===== src/rtl/hbc_pkg.sv =====
// ----------------------------------------------------------------------------
// Heap block census package
// Sizes, result codes and the command bundle shared by the census cells.
// ----------------------------------------------------------------------------
package hbc_pkg;

    localparam int SIZE_SLOTS = 16;
    localparam int TOP_HOLES  = 8;
    localparam int SIZE_W     = 32;
    localparam int KIND_W     = 2;
    localparam int SLOT_IDX_W = 4;

    // Number of items in one census dump: every slot, the summary, every hole.
    localparam int CENSUS_LEN = SIZE_SLOTS + 1 + TOP_HOLES;
    localparam int IDX_W      = $clog2(CENSUS_LEN);

    localparam logic [SIZE_W-1:0] THRESHOLD_RESET = SIZE_W'(512);
    localparam logic [SIZE_W-1:0] SIZE_MAX        = '1;

    localparam logic [KIND_W-1:0] KIND_SLOT  = 2'd0;
    localparam logic [KIND_W-1:0] KIND_OTHER = 2'd1;
    localparam logic [KIND_W-1:0] KIND_HOLE  = 2'd2;

    // Command broadcast to every cell of one chain.
    typedef struct packed {
        logic              step;   // apply the held block to the chain
        logic              shift;  // move every entry one place towards cell 0
        logic [SIZE_W-1:0] size;   // size of the held block
    } t_cell_cmd;

endpackage


===== src/rtl/hbc_slot_cell.sv =====
// ----------------------------------------------------------------------------
// Heap block census: size slot cell
// Holds one distinct used size and its saturating block count.
// ----------------------------------------------------------------------------
module hbc_slot_cell import hbc_pkg::*; (
    input  logic              i_clk,
    input  logic              i_rst_n,
    input  t_cell_cmd         i_cmd,
    input  logic              i_prev_valid,
    input  logic              i_hit_in,
    input  logic [SIZE_W-1:0] i_next_size,
    input  logic [SIZE_W-1:0] i_next_count,
    output logic              o_valid,
    output logic              o_hit_out,
    output logic [SIZE_W-1:0] o_size,
    output logic [SIZE_W-1:0] o_count
);

    logic [SIZE_W-1:0] r_size, n_size;
    logic [SIZE_W-1:0] r_count, n_count;
    logic              hit;
    logic              take;

    assign o_valid   = (r_count != '0);
    assign hit       = o_valid && (r_size == i_cmd.size);
    // Filled slots form a prefix, so the first empty cell sits right after a
    // filled one and only sees hits from cells before it.
    assign take      = !o_valid && i_prev_valid && !i_hit_in;
    assign o_hit_out = i_hit_in | hit;
    assign o_size    = r_size;
    assign o_count   = r_count;

    always_comb begin
        n_size  = r_size;
        n_count = r_count;
        priority if (i_cmd.shift) begin
            n_size  = i_next_size;
            n_count = i_next_count;
        end else if (i_cmd.step && hit) begin
            n_count = (r_count == SIZE_MAX) ? SIZE_MAX : r_count + SIZE_W'(1);
        end else if (i_cmd.step && take) begin
            n_size  = i_cmd.size;
            n_count = SIZE_W'(1);
        end else begin
            n_size  = r_size;
            n_count = r_count;
        end
    end

    always_ff @(posedge i_clk) begin
        if (!i_rst_n) begin
            r_size  <= '0;
            r_count <= '0;
        end else begin
            r_size  <= n_size;
            r_count <= n_count;
        end
    end

endmodule


===== src/rtl/hbc_hole_cell.sv =====
// ----------------------------------------------------------------------------
// Heap block census: hole rank cell
// Holds one rank of the descending list of the largest free blocks.
// ----------------------------------------------------------------------------
module hbc_hole_cell import hbc_pkg::*; (
    input  logic              i_clk,
    input  logic              i_rst_n,
    input  t_cell_cmd         i_cmd,
    input  logic              i_prev_gt,
    input  logic [SIZE_W-1:0] i_prev_size,
    input  logic [SIZE_W-1:0] i_next_size,
    output logic              o_gt,
    output logic [SIZE_W-1:0] o_size
);

    logic [SIZE_W-1:0] r_size, n_size;

    // Strictly larger only: an equal hole ranks below the existing one.
    assign o_gt   = (i_cmd.size > r_size);
    assign o_size = r_size;

    always_comb begin
        n_size = r_size;
        priority if (i_cmd.shift) begin
            n_size = i_next_size;
        end else if (i_cmd.step && o_gt) begin
            // Either the insertion point or a cell that makes room below it.
            n_size = i_prev_gt ? i_prev_size : i_cmd.size;
        end else begin
            n_size = r_size;
        end
    end

    always_ff @(posedge i_clk) begin
        if (!i_rst_n) begin
            r_size <= '0;
        end else begin
            r_size <= n_size;
        end
    end

endmodule


===== src/rtl/heap_block_census.sv =====
// ----------------------------------------------------------------------------
// Heap block census
// Counts used blocks by distinct size, totals small ones, ranks free holes
// and dumps the whole census at the end of each heap walk.
// ----------------------------------------------------------------------------
//
//  Channel   Direction  Handshake                   Payload
//  -------   ---------  --------------------------  ------------------------------
//  in        input      i_in_valid / o_in_ready     block_size, block_used, walk_end
//  out       output     o_out_valid / i_out_ready   result_kind, slot_index,
//                                                   size_value, count_value,
//                                                   last_result
//  cfg       input      i_cfg_we (no wait)          small_threshold
//
// Each item is first captured; then both cell chains compare against it and
// update in parallel before the next item is taken. At the end of a walk the
// census of 25 items is unloaded one per accepted output, by shifting the
// chains towards their first cell, which also clears them. Reset is
// synchronous and active low; it empties the census and restores the
// threshold to 512. A stalled output simply holds the dump in place.
// ----------------------------------------------------------------------------
module heap_block_census import hbc_pkg::*; (
    input  logic                  i_clk,
    input  logic                  i_rst_n,
    // Configuration
    input  logic                  i_cfg_we,
    input  logic [SIZE_W-1:0]     i_cfg_data,
    // Input items
    input  logic                  i_in_valid,
    output logic                  o_in_ready,
    input  logic [SIZE_W-1:0]     i_block_size,
    input  logic                  i_block_used,
    input  logic                  i_walk_end,
    // Result items
    output logic                  o_out_valid,
    input  logic                  i_out_ready,
    output logic [KIND_W-1:0]     o_result_kind,
    output logic [SLOT_IDX_W-1:0] o_slot_index,
    output logic [SIZE_W-1:0]     o_size_value,
    output logic [SIZE_W-1:0]     o_count_value,
    output logic                  o_last_result
);

    // Sequencer states.
    localparam logic [1:0] ST_IDLE = 2'd0;  // waiting for an item
    localparam logic [1:0] ST_STEP = 2'd1;  // chains update with the held item
    localparam logic [1:0] ST_DUMP = 2'd2;  // census being unloaded

    logic [1:0]        r_state, n_state;
    logic [IDX_W-1:0]  r_idx, n_idx;
    logic [SIZE_W-1:0] r_thr;

    // Held item; payload only, so no reset is needed.
    logic [SIZE_W-1:0] r_size;
    logic              r_used;
    logic              r_end;

    logic [SIZE_W-1:0] r_other_count, n_other_count;
    logic [SIZE_W-1:0] r_other_bytes, n_other_bytes;

    logic              in_fire;
    logic              out_fire;
    logic              thr_ok;
    logic              to_other;
    logic [SIZE_W:0]   bytes_sum;

    logic              dump_slot;
    logic              dump_other;
    logic              dump_hole;
    logic [IDX_W-1:0]  hole_rank;

    t_cell_cmd         slot_cmd;
    t_cell_cmd         hole_cmd;

    logic [SIZE_W-1:0]     slot_size   [SIZE_SLOTS];
    logic [SIZE_W-1:0]     slot_count  [SIZE_SLOTS];
    logic [SIZE_SLOTS-1:0] slot_valid;
    logic [SIZE_SLOTS:0]   slot_hit;

    logic [SIZE_W-1:0]     hole_size   [TOP_HOLES];
    logic [TOP_HOLES-1:0]  hole_gt;

    assign in_fire  = i_in_valid && o_in_ready;
    assign out_fire = o_out_valid && i_out_ready;

    assign o_in_ready  = (r_state == ST_IDLE);
    assign o_out_valid = (r_state == ST_DUMP);

    // ------------------------------------------------------------------
    // Configuration register.
    // ------------------------------------------------------------------
    always_ff @(posedge i_clk) begin
        if (!i_rst_n) begin
            r_thr <= THRESHOLD_RESET;
        end else if (i_cfg_we) begin
            r_thr <= i_cfg_data;
        end
    end

    // Capture the item while idle.
    always_ff @(posedge i_clk) begin
        if (in_fire) begin
            r_size <= i_block_size;
            r_used <= i_block_used;
            r_end  <= i_walk_end;
        end
    end

    // ------------------------------------------------------------------
    // Dump position decoding: slots first, then the summary, then holes.
    // ------------------------------------------------------------------
    assign dump_slot  = (r_idx < IDX_W'(SIZE_SLOTS));
    assign dump_other = (r_idx == IDX_W'(SIZE_SLOTS));
    assign dump_hole  = !dump_slot && !dump_other;
    assign hole_rank  = r_idx - IDX_W'(SIZE_SLOTS + 1);

    // ------------------------------------------------------------------
    // Size slot chain. The hit flag ripples from cell 0 so that the first
    // empty cell knows whether the size is already present.
    // ------------------------------------------------------------------
    assign thr_ok = (r_size >= r_thr);

    always_comb begin
        slot_cmd.step  = (r_state == ST_STEP) && r_used && thr_ok;
        slot_cmd.shift = out_fire && dump_slot;
        slot_cmd.size  = r_size;
    end

    assign slot_hit[0] = 1'b0;

    for (genvar g = 0; g < SIZE_SLOTS; g++) begin : g_slot
        logic              prev_valid;
        logic [SIZE_W-1:0] next_size;
        logic [SIZE_W-1:0] next_count;

        if (g == 0) begin : g_first
            assign prev_valid = 1'b1;
        end else begin : g_rest
            assign prev_valid = slot_valid[g-1];
        end

        if (g == SIZE_SLOTS - 1) begin : g_last
            assign next_size  = '0;
            assign next_count = '0;
        end else begin : g_inner
            assign next_size  = slot_size[g+1];
            assign next_count = slot_count[g+1];
        end

        hbc_slot_cell u_cell (
            .i_clk        (i_clk),
            .i_rst_n      (i_rst_n),
            .i_cmd        (slot_cmd),
            .i_prev_valid (prev_valid),
            .i_hit_in     (slot_hit[g]),
            .i_next_size  (next_size),
            .i_next_count (next_count),
            .o_valid      (slot_valid[g]),
            .o_hit_out    (slot_hit[g+1]),
            .o_size       (slot_size[g]),
            .o_count      (slot_count[g])
        );
    end

    // A used block goes to the summary when it is small, or when it neither
    // matched a slot nor found an empty one (the table is full).
    assign to_other = !thr_ok || (!slot_hit[SIZE_SLOTS] && slot_valid[SIZE_SLOTS-1]);

    // ------------------------------------------------------------------
    // Hole chain: each cell compares, and takes either the new size or the
    // size of its left neighbour when the insertion point lies above it.
    // ------------------------------------------------------------------
    always_comb begin
        hole_cmd.step  = (r_state == ST_STEP) && !r_used;
        hole_cmd.shift = out_fire && dump_hole;
        hole_cmd.size  = r_size;
    end

    for (genvar g = 0; g < TOP_HOLES; g++) begin : g_hole
        logic              prev_gt;
        logic [SIZE_W-1:0] prev_size;
        logic [SIZE_W-1:0] next_size;

        if (g == 0) begin : g_first
            assign prev_gt   = 1'b0;
            assign prev_size = '0;
        end else begin : g_rest
            assign prev_gt   = hole_gt[g-1];
            assign prev_size = hole_size[g-1];
        end

        if (g == TOP_HOLES - 1) begin : g_last
            assign next_size = '0;
        end else begin : g_inner
            assign next_size = hole_size[g+1];
        end

        hbc_hole_cell u_cell (
            .i_clk       (i_clk),
            .i_rst_n     (i_rst_n),
            .i_cmd       (hole_cmd),
            .i_prev_gt   (prev_gt),
            .i_prev_size (prev_size),
            .i_next_size (next_size),
            .o_gt        (hole_gt[g]),
            .o_size      (hole_size[g])
        );
    end

    // ------------------------------------------------------------------
    // Summary of small and unplaced used blocks, both saturating.
    // ------------------------------------------------------------------
    assign bytes_sum = {1'b0, r_other_bytes} + {1'b0, r_size};

    always_comb begin
        n_other_count = r_other_count;
        n_other_bytes = r_other_bytes;
        priority if (out_fire && dump_other) begin
            n_other_count = '0;
            n_other_bytes = '0;
        end else if ((r_state == ST_STEP) && r_used && to_other) begin
            n_other_count = (r_other_count == SIZE_MAX) ? SIZE_MAX
                                                        : r_other_count + SIZE_W'(1);
            n_other_bytes = bytes_sum[SIZE_W] ? SIZE_MAX : bytes_sum[SIZE_W-1:0];
        end else begin
            n_other_count = r_other_count;
            n_other_bytes = r_other_bytes;
        end
    end

    always_ff @(posedge i_clk) begin
        if (!i_rst_n) begin
            r_other_count <= '0;
            r_other_bytes <= '0;
        end else begin
            r_other_count <= n_other_count;
            r_other_bytes <= n_other_bytes;
        end
    end

    // ------------------------------------------------------------------
    // Sequencer.
    // ------------------------------------------------------------------
    always_comb begin
        n_state = r_state;
        n_idx   = r_idx;
        unique case (r_state)
            ST_IDLE: begin
                if (in_fire) begin
                    n_state = ST_STEP;
                end
            end
            ST_STEP: begin
                n_idx   = '0;
                n_state = r_end ? ST_DUMP : ST_IDLE;
            end
            ST_DUMP: begin
                if (out_fire) begin
                    if (r_idx == IDX_W'(CENSUS_LEN - 1)) begin
                        n_idx   = '0;
                        n_state = ST_IDLE;
                    end else begin
                        n_idx = r_idx + IDX_W'(1);
                    end
                end
            end
            default: begin
                n_state = ST_IDLE;
                n_idx   = '0;
            end
        endcase
    end

    always_ff @(posedge i_clk) begin
        if (!i_rst_n) begin
            r_state <= ST_IDLE;
            r_idx   <= '0;
        end else begin
            r_state <= n_state;
            r_idx   <= n_idx;
        end
    end

    // ------------------------------------------------------------------
    // Result item: slot and hole items are always taken from the first cell of
    // the chain being unloaded, so the item stays put while the consumer stalls.
    // ------------------------------------------------------------------
    always_comb begin
        if (dump_slot) begin
            o_result_kind = KIND_SLOT;
            o_slot_index  = SLOT_IDX_W'(r_idx);
            o_size_value  = slot_size[0];
            o_count_value = slot_count[0];
        end else if (dump_other) begin
            o_result_kind = KIND_OTHER;
            o_slot_index  = '0;
            o_size_value  = r_other_bytes;
            o_count_value = r_other_count;
        end else begin
            o_result_kind = KIND_HOLE;
            o_slot_index  = SLOT_IDX_W'(hole_rank);
            o_size_value  = hole_size[0];
            o_count_value = '0;
        end
    end

    assign o_last_result = (r_idx == IDX_W'(CENSUS_LEN - 1));

    // ------------------------------------------------------------------
    // Assertions.
    // ------------------------------------------------------------------

    // Occupied slots always form a contiguous run starting at slot 0.
    a_slot_prefix: assert property (@(posedge i_clk) disable iff (!i_rst_n)
        ((slot_valid + SIZE_SLOTS'(1)) & slot_valid) == '0)
        else $error("size slots are not filled as a prefix");

    // An item that closes a walk starts the dump in the next cycle.
    a_dump_start: assert property (@(posedge i_clk) disable iff (!i_rst_n)
        (r_state == ST_STEP && r_end) |=> (o_out_valid && r_idx == '0))
        else $error("census dump did not start after the last block");

    // Once the final item has gone, the census is empty and input is open.
    a_cleared: assert property (@(posedge i_clk) disable iff (!i_rst_n)
        (out_fire && o_last_result) |=>
            (o_in_ready && slot_count[0] == '0 && hole_size[0] == '0
             && r_other_count == '0 && r_other_bytes == '0))
        else $error("census not cleared after the dump");

    // The first hole rank is never smaller than the second.
    a_hole_order: assert property (@(posedge i_clk) disable iff (!i_rst_n)
        (TOP_HOLES < 2) || (hole_size[0] >= hole_size[TOP_HOLES > 1 ? 1 : 0]))
        else $error("hole list out of order");

endmodule


===== config.mk =====
export PLATFORM = sky130hd
export DESIGN_NAME = heap_block_census
export DESIGN_NICKNAME = d
export VERILOG_FILES = /design/src/rtl/hbc_pkg.sv /design/src/rtl/hbc_slot_cell.sv /design/src/rtl/hbc_hole_cell.sv /design/src/rtl/heap_block_census.sv
export SDC_FILE = /design/constraint.sdc
export NUM_CORES = 2
export LEC_CHECK = 0
export BUFFER_PORTS_ARGS = -buffer_cell sky130_fd_sc_hd__buf_2
export CORE_AREA = 2 2 447 449
export CTS_BUF_LIST = sky130_fd_sc_hd__clkbuf_16
export DETAILED_ROUTE_END_ITERATION = 8
export DIE_AREA = 0 0 449 451
export SLEW_MARGIN = 10
export SYNTH_ARGS = -nofsm -noshare
export SYNTH_HDL_FRONTEND = slang
export SYNTH_SLANG_ARGS = --single-unit

===== constraint.sdc =====
create_clock -name i_clk -period 4.95 [get_ports i_clk]
set_clock_uncertainty 0.2 [all_clocks]
set_input_delay 0.99 -clock i_clk [delete_from_list [all_inputs] [get_ports i_clk]]
set_output_delay 0.99 -clock i_clk [all_outputs]
set_load 0.02 [all_outputs]

Word level (Yosys, flattened, before mapping)
Index checks and enable logic that the tools add are counted.
- register bits after elaboration: 1417
- input bits: 71
- output and inout bits: 73
- logic and storage cells: 508
- $add $sub $neg: 20
- magnitude comparators: 10
- equality and inequality tests: 55
- muxes and demuxes: 147
- bitwise operators: 18
- reduce and logical (&&, ||, !) cells: 210
- operator list (cell ; number):
    32-bit 2-to-1 mux ; 135
    32-bit by 1-bit adder with 32-bit output (second input constant) ; 17
    32-bit == test (second input constant) ; 17
    32-bit == test ; 16
    32-bit nonzero test ; 16
    32-bit greater-than comparator ; 8
    1-bit logical AND ; 97
    2-bit nonzero test ; 23
    3-bit nonzero test ; 15
    1-bit zero test ; 36
    2-bit AND reduction ; 17
    32-bit by 32-bit adder with 33-bit output ; 1
    32-bit greater-or-equal comparator ; 1
    2-bit inequality test (second input constant) ; 14
    1-bit bitwise OR ; 15
    2-bit 2-to-1 mux ; 6
    5-bit == test (second input constant) ; 2
    5-bit 2-to-1 mux ; 2
    5-bit case mux with 2 select lines ; 1
    4-bit 2-to-1 mux ; 2
    2-bit by 1-bit inequality test with 1-bit output (second input constant) ; 4
    2-bit case mux with 3 select lines ; 1
    2-bit OR reduction ; 3
    5-bit by 1-bit adder with 5-bit output (second input constant) ; 1
    8 further kinds ; 10

Depth between registers and ports, before layout
- depth in word-level cells: 21
- depth in mapped cells: 19
- depth with buffers taken out: 13

By module
Synthesis repeated with hierarchy kept, for this count alone.
- cells, all modules: 11900
- area total of the unflattened synthesis: 95628.0 µm²
- modules (own cells, without submodules) (module ; times used ; cells an instance ; area each (µm²) ; sequential area each (µm²)):
    hbc_slot_cell (g_slot[0].u_cell ...) ; 15 ; 504 ; 4081.4 ; 1281.2
    hbc_hole_cell ; 8 ; 361 ; 2756.4 ; 640.6
    heap_block_census ; 1 ; 994 ; 8470.6 ; 3083.0
    hbc_slot_cell (g_slot[9].u_cell) ; 1 ; 458 ; 3885.0 ; 1281.2

Worst setup path before layout
OpenSTA, ideal clock, no wires.
- path kind: register -> register
- from: register r_size[0]
- to: register g_slot[12].u_cell.r_count[18]
- library setup time: 0.071 ns
- data arrival time: 4.438 ns
- data required time: 4.679 ns
- slack: 0.241 ns
- stages on the path, launching flop included: 19
- buffers on the path: 7
- clock period less this slack: 4.709 ns
- cells stage by stage: edfxtp_1 > buf_2 > buf_2 > clkbuf_1 > inv_1 > ha_1 > nand2b_1 > a211o_1 > a21oi_1 > o211ai_1 > a211o_1 > nand2_1 > clkbuf_1 > clkbuf_1 > nor2_1 > nor3_1 > clkbuf_1 > buf_1 > o2bb2ai_1
- word-level cells in the longest chain between the ends: 17
- elaborated cells on any way between the ends: 46
- classes of those cells: order compare (1); eq/ne (13); mux (2); bitwise (11); reduce/logical (19)
- RTL lines (what ; RTL line ; source):
    start: declaration ; heap_block_census.sv:54 ; logic [SIZE_W-1:0] r_size;
    start signal: assignment ; heap_block_census.sv:103 ; r_size <= i_block_size;
    32-bit == test ; hbc_slot_cell.sv:25 ; assign hit = o_valid && (r_size == i_cmd.size);
    1-bit logical AND ; hbc_slot_cell.sv:25 ;
    1-bit bitwise OR (11 in a row) ; hbc_slot_cell.sv:29 ; assign o_hit_out = i_hit_in | hit;
    1-bit zero test ; hbc_slot_cell.sv:28 ; assign take = !o_valid && i_prev_valid && !i_hit_in;
    1-bit logical AND ; hbc_slot_cell.sv:28 ;
    1-bit logical AND ; hbc_slot_cell.sv:41 ; end else if (i_cmd.step && take) begin
    3-bit nonzero test (no line) ; -- ;
    end signal: assignment ; hbc_slot_cell.sv:56 ; r_count <= n_count;
    end: declaration ; hbc_slot_cell.sv:20 ; logic [SIZE_W-1:0] r_count, n_count;
Parallel ways exist; a longest one is shown, timed or not.
A chain may end at the register's enable or synchronous reset.

Worst setup path after layout
- from: register g_slot[0].u_cell.r_count[4]
- to: register g_slot[13].u_cell.r_size[14]
- word-level cells in the longest chain between the ends: 19
- RTL lines (what ; RTL line ; source):
    start: declaration ; hbc_slot_cell.sv:20 ;
    start signal: assignment ; hbc_slot_cell.sv:56 ;
    32-bit nonzero test ; hbc_slot_cell.sv:24 ; assign o_valid = (r_count != '0);
    1-bit logical AND ; hbc_slot_cell.sv:25 ;
    1-bit bitwise OR (12 in a row) ; hbc_slot_cell.sv:29 ;
    1-bit zero test ; hbc_slot_cell.sv:28 ;
    1-bit logical AND ; hbc_slot_cell.sv:28 ;
    1-bit logical AND ; hbc_slot_cell.sv:41 ;
    2-bit nonzero test (no line) ; -- ;
    2-bit AND reduction (no line) ; -- ;
    end signal: assignment ; hbc_slot_cell.sv:55 ; r_size <= n_size;
    end: declaration ; hbc_slot_cell.sv:19 ; logic [SIZE_W-1:0] r_size, n_size;
Every way passes these cells.

==> impl_summary.log <==
[metrics] outcome: complete, but fails checks
[metrics] violated checks: design-rule violations
[metrics] Bufs on Longest Clock Path: 3
[metrics] parity-gate share of the synthesized area counting xor and xnor cells: 0.0879
[metrics] peak fanout along the critical path: 32
[metrics] cell family with the largest share of critical-path delay: simple AND/OR/NAND/NOR gates
[metrics] share of the synthesized area in the top cell type: 0.327
[metrics] clock tree root buffer cell: sky130_fd_sc_hd__clkbuf_16
[metrics] post-layout util: 0.473
[metrics] worst reg2reg setup slack: 0.12 ns
[metrics] number of setup violations in the final report: 0
[metrics] worst-skew pair later-pin latency: 0.84 ns
[metrics] count of flip-flops with a built-in enable after synthesis: 34
[metrics] total of buffers placed on input and output ports: 143
[metrics] post-synth design cell area: 84600 sq um
[metrics] largest family of logic cells by synthesized area: compound AO/OA/AOI/OAI gates
[metrics] switching share of total power: 0.287
[metrics] most repeated library cell on the critical path: sky130_fd_sc_hd__buf_12
[metrics] # IOs: 144
[metrics] path type of the worst setup path: flop to flop
[metrics] crit path launch type: flop
[metrics] worst-case vdd ir drop: 0.374 mV
[metrics] commonest cells in the netlist: sky130_fd_sc_hd__dfxtp_1, sky130_fd_sc_hd__nor2_1, sky130_fd_sc_hd__a21oi_1
[metrics] Total Neg Setup Slack: 0 ns
[metrics] largest incremental delay on the critical path: 0.72 ns
[metrics] CTS H-tree lvls: 4
[metrics] final routed wirelength across all metal layers: 306 mm
[metrics] Period Utilization, post-route: 0.975
[metrics] worst reg2reg path endpoint: g_slot[13].u_cell.o_size[14]$_SDFFE_PN0P_
[metrics] Post-Synthesis Cells: 10500
[metrics] final HPWL from detailed placement: 214 mm
[metrics] Syn-to-layout area delta: 10.9%
[metrics] clock-pin slew on the worst setup and hold paths: 0.06 ns
[metrics] cell chain of the critical path: nor4_1 > nand4_1 > nor2_2 > nor3_1 > or4b_1 > or4b_4 > buf_12 > buf_12 > nor4_2 > buf_4 > buf_12 > mux2i_1 > a21oi_1
[metrics] combinational cell fraction of total power: 0.123
[metrics] portion of netlist area occupied by mux cells: 0.0377
[metrics] Final Hold Violating Endpoints: 0
[metrics] first-pass GRT wire length: 470 mm
[metrics] area occupied by registers: 28700 sq um
[metrics] data arrival time of the critical path: 5.28 ns
[metrics] share of total power in sequential cells: 0.438
[metrics] layout cells sized above 1: 0.0799
[metrics] routed via count divided by cell count: 6.20
[metrics] count of distinct cell types in the synthesized netlist: 87
[metrics] number of design rule violations left after detail routing: 35
[metrics] reported leakage power: 0.0353 uW
[metrics] Num CTS Buffers: 167
[metrics] share of synthesized flip-flops with an asynchronous set or reset: 0
[metrics] Post-Route Hold Slack: 0.136 ns
[metrics] number of core rows: 164
[metrics] overall via count from detail_route: 81000
[metrics] Die X: 449 um
[metrics] endpoint class of the critical path: flop
[metrics] total congestion overflow after global routing: 0
[metrics] post-layout minimum cycle time: 4.83 ns
[metrics] post-route antenna net violation count: 0
[metrics] fraction of the mapped netlist area in simple logic gates: 0.179
[metrics] clock share of power: 0.439
[metrics] post-synthesis compound-gate area fraction: 0.242
[metrics] number of buffer and inverter stages on the critical path: 4
[metrics] type of the tightest min-delay check: input pin to flop
[metrics] TritonRoute pass-1 iters: 9
[metrics] worst slew margin relative to its limit: 0.152
[metrics] leading area contributor after synthesis: sky130_fd_sc_hd__dfxtp_1
[metrics] syn nets: 11000
[metrics] cell with the most instances after synthesis: sky130_fd_sc_hd__dfxtp_1
[metrics] instance area after placement: 88500 sq um
[metrics] Starting DRT DRC Count: 9512
[metrics] max-slew violation total from the final report: 0
[metrics] worst slew pin tran: 1.27 ns
[metrics] Total Power Consumption: 27500 uW
[metrics] largest net degree at the start of global routing: 176
[metrics] capturing instance or port of the critical path: g_slot[13].u_cell.o_size[14]$_SDFFE_PN0P_
[metrics] CP startpoint: g_slot[0].u_cell.o_count[4]$_SDFFE_PN0P_
[metrics] portion of the post-synthesis area used by sequential elements: 0.339
[metrics] Switch Pwr: 7880 uW
[metrics] Die Height: 451 um
[metrics] P_int: 19600 uW
[metrics] RSZ-0062 raised after global routing: no
[metrics] hold buffer count at CTS: 0
[metrics] All-Layer GR Usage: 0.290
[metrics] combined area of the multi-input logic cells: 51300 sq um
[metrics] post-synthesis sequential element count: 1417
[metrics] count of synthesis-stage warnings from yosys: 0
[metrics] area of the core: 198000 sq um
[metrics] cell depth of the worst flop-to-flop path: 13
[metrics] max_cap viols: 0
[metrics] total power density per cell area: 293 nW/um^2
[metrics] predominant post-synthesis flop cell: sky130_fd_sc_hd__dfxtp_1
[metrics] number of filler cells placed in the layout: 19300
[metrics] Sinks on Clock Net: 1417
[metrics] average instance area after synthesis: 8.03 sq um
[metrics] Levels on crit path: 13
[metrics] post-DR wirelength/cell: 23.4 um
[metrics] Post-layout nets: 10700
[metrics] critical path required time: 5.40 ns
[metrics] via count of the first global-routing pass: 76400
[metrics] reg-to-reg startpoint: g_slot[0].u_cell.o_count[4]$_SDFFE_PN0P_
[metrics] weighted congestion reported at the end of routability-driven placement: 1.02
[metrics] number of antenna violations at the first check in global routing: 3
[metrics] cell with the largest stage delay on the worst path: sky130_fd_sc_hd__or4b_4
[metrics] Highest Clock Rate: 207 MHz
[metrics] Die Outline Area: 202000 sq um
[metrics] top area cells in the synthesized netlist: sky130_fd_sc_hd__dfxtp_1, sky130_fd_sc_hd__xor2_1, sky130_fd_sc_hd__ha_1
[metrics] starting density of the core: 0.427
[metrics] Adder-Cell Fraction of Synth Area: 0.0529
[metrics] post-route cell area: 93800 sq um
[metrics] CTS tree: built
## worst reg2reg max path, stage by stage (launching register included)
cell and delay (ns):
sky130_fd_sc_hd__dfxtp_1 0.36, sky130_fd_sc_hd__nor4_1 0.43, sky130_fd_sc_hd__nand4_1 0.28, sky130_fd_sc_hd__nor2_2 0.34, sky130_fd_sc_hd__nor3_1 0.14, sky130_fd_sc_hd__or4b_1 0.64
sky130_fd_sc_hd__or4b_4 0.72, sky130_fd_sc_hd__buf_12 0.19, sky130_fd_sc_hd__buf_12 0.15, sky130_fd_sc_hd__nor4_2 0.39, sky130_fd_sc_hd__buf_4 0.21, sky130_fd_sc_hd__buf_12 0.24
sky130_fd_sc_hd__mux2i_1 0.28, sky130_fd_sc_hd__a21oi_1 0.09
## state kept, by name, summed over array words and instances, names as in the netlist, 2 cells and up
name	flops
r_size	32
r_state	2
r_other_count	32
g_hole.u_cell.o_size	256
r_thr	32
r_idx	5
r_other_bytes	32
g_slot.u_cell.o_size	512
g_slot.u_cell.o_count	512
## worst min path at each step
stage	start	end	slack, ns	cells past startpoint
3_3_place_gp	r_other_count[18]$_SDFFE_PP0P_	r_other_count[18]$_SDFFE_PP0P_	0.27	2
3_5_place_dp	r_other_count[0]$_SDFFE_PP0P_	r_other_count[0]$_SDFFE_PP0P_	0.28	1
2_1_floorplan	r_other_count[18]$_SDFFE_PP0P_	r_other_count[18]$_SDFFE_PP0P_	0.25	2
4_1_cts	i_block_size[26]	r_size[26]$_DFFE_PP_	0.1	1
5_1_grt	i_block_size[26]	r_size[26]$_DFFE_PP_	0.12	1
6_report	i_block_size[26]	r_size[26]$_DFFE_PP_	0.14	1
## cells in the final DEF, fill, tap and decap left out, drive strengths merged, types with 54 or more instances in the layout
| cell type | instances |
|---|---|
| dfxtp | 1383 |
| nor2 | 1089 |
| a21oi | 874 |
| nand2 | 773 |
| xor2 | 703 |
| o21ai | 567 |
| buf | 478 |
| inv | 454 |
| a211oi | 453 |
| ha | 356 |
| mux2i | 303 |
| nor4 | 263 |
| nand3 | 262 |
| a22oi | 250 |
| nand4 | 229 |
| clkbuf | 170 |
| nor3 | 150 |
| xnor2 | 146 |
| a222oi | 128 |
| and3 | 121 |
| o2bb2ai | 97 |
| a21o | 95 |
| a221oi | 77 |
| nor2b | 71 |
| and2 | 71 |
| a22o | 66 |
| a2111oi | 65 |
| clkinv | 61 |
| a31oi | 55 |
| o211ai | 54 |
## power by group through the flow
stage	Clock [uW]	Sequential, uW	Combinational (uW)
floorplan	0	12200	2130
global placement	0	12300	3240
detailed placement	0	12300	3280
CTS	12200	12000	3300
global route	12700	12100	3620
finish	12100	12000	3370
## metrics by stage
stage | std cells | setup WS (ns)
finish | 13100 | 0.124
global route | 13100 | 0.00451
CTS | 13100 | 0.0279
detailed placement | 12800 | -0.258
global placement | 12800 | -0.200
floorplan | 10500 | 0.241
## cell families (layout without fill, tap and decap cells)
logic type / after synthesis / count (layout)
AND/OR/NAND/NOR: 3209 / 3209
AO/OA/AOI/OAI: 3069 / 3070
flip-flops: 1417 / 1417
buffers and inverters: 1320 / 1181
XOR/XNOR: 849 / 849
adder cells (fa/ha/maj): 357 / 357
multiplexers: 317 / 317
other: 0 / 1
## area by class of cell
cell class | instances | share of cell area
Timing Repair Buffer | 479 | 0.0406
Multi-Input combinational cell | 7802 | 0.546
Clock buffer | 169 | 0.0451
Inverter | 404 | 0.0162
Tap cell | 2656 | 0.0354
Antenna cell | 1 | 0.0000267
Clock inverter | 129 | 0.0104
Sequential cell | 1417 | 0.306
## timing repair
| action | in CTS | in global routing |
|---|---|---|
| setup endpoints to repair | 42 | 329 |
| setup buffers | 0 | 5 |
| cloned | 1 | 0 |
| pin swaps | 1 | 4 |
| resized for setup | 5 | 12 |
## layer usage
metal | GRT usage | vias up | routed length, um | part of all wire
met2 | 0.459 | 3286 | 138000 | 0.45
li1 | - | 37900 | - | -
met5 | 0 | - | 13 | 0.000042
met1 | 0.390 | 39100 | 131000 | 0.43
met4 | 0.133 | 2 | 15200 | 0.050
met3 | 0.0406 | 652 | 21900 | 0.072
Note: power is estimated with default switching activity, not from simulation.
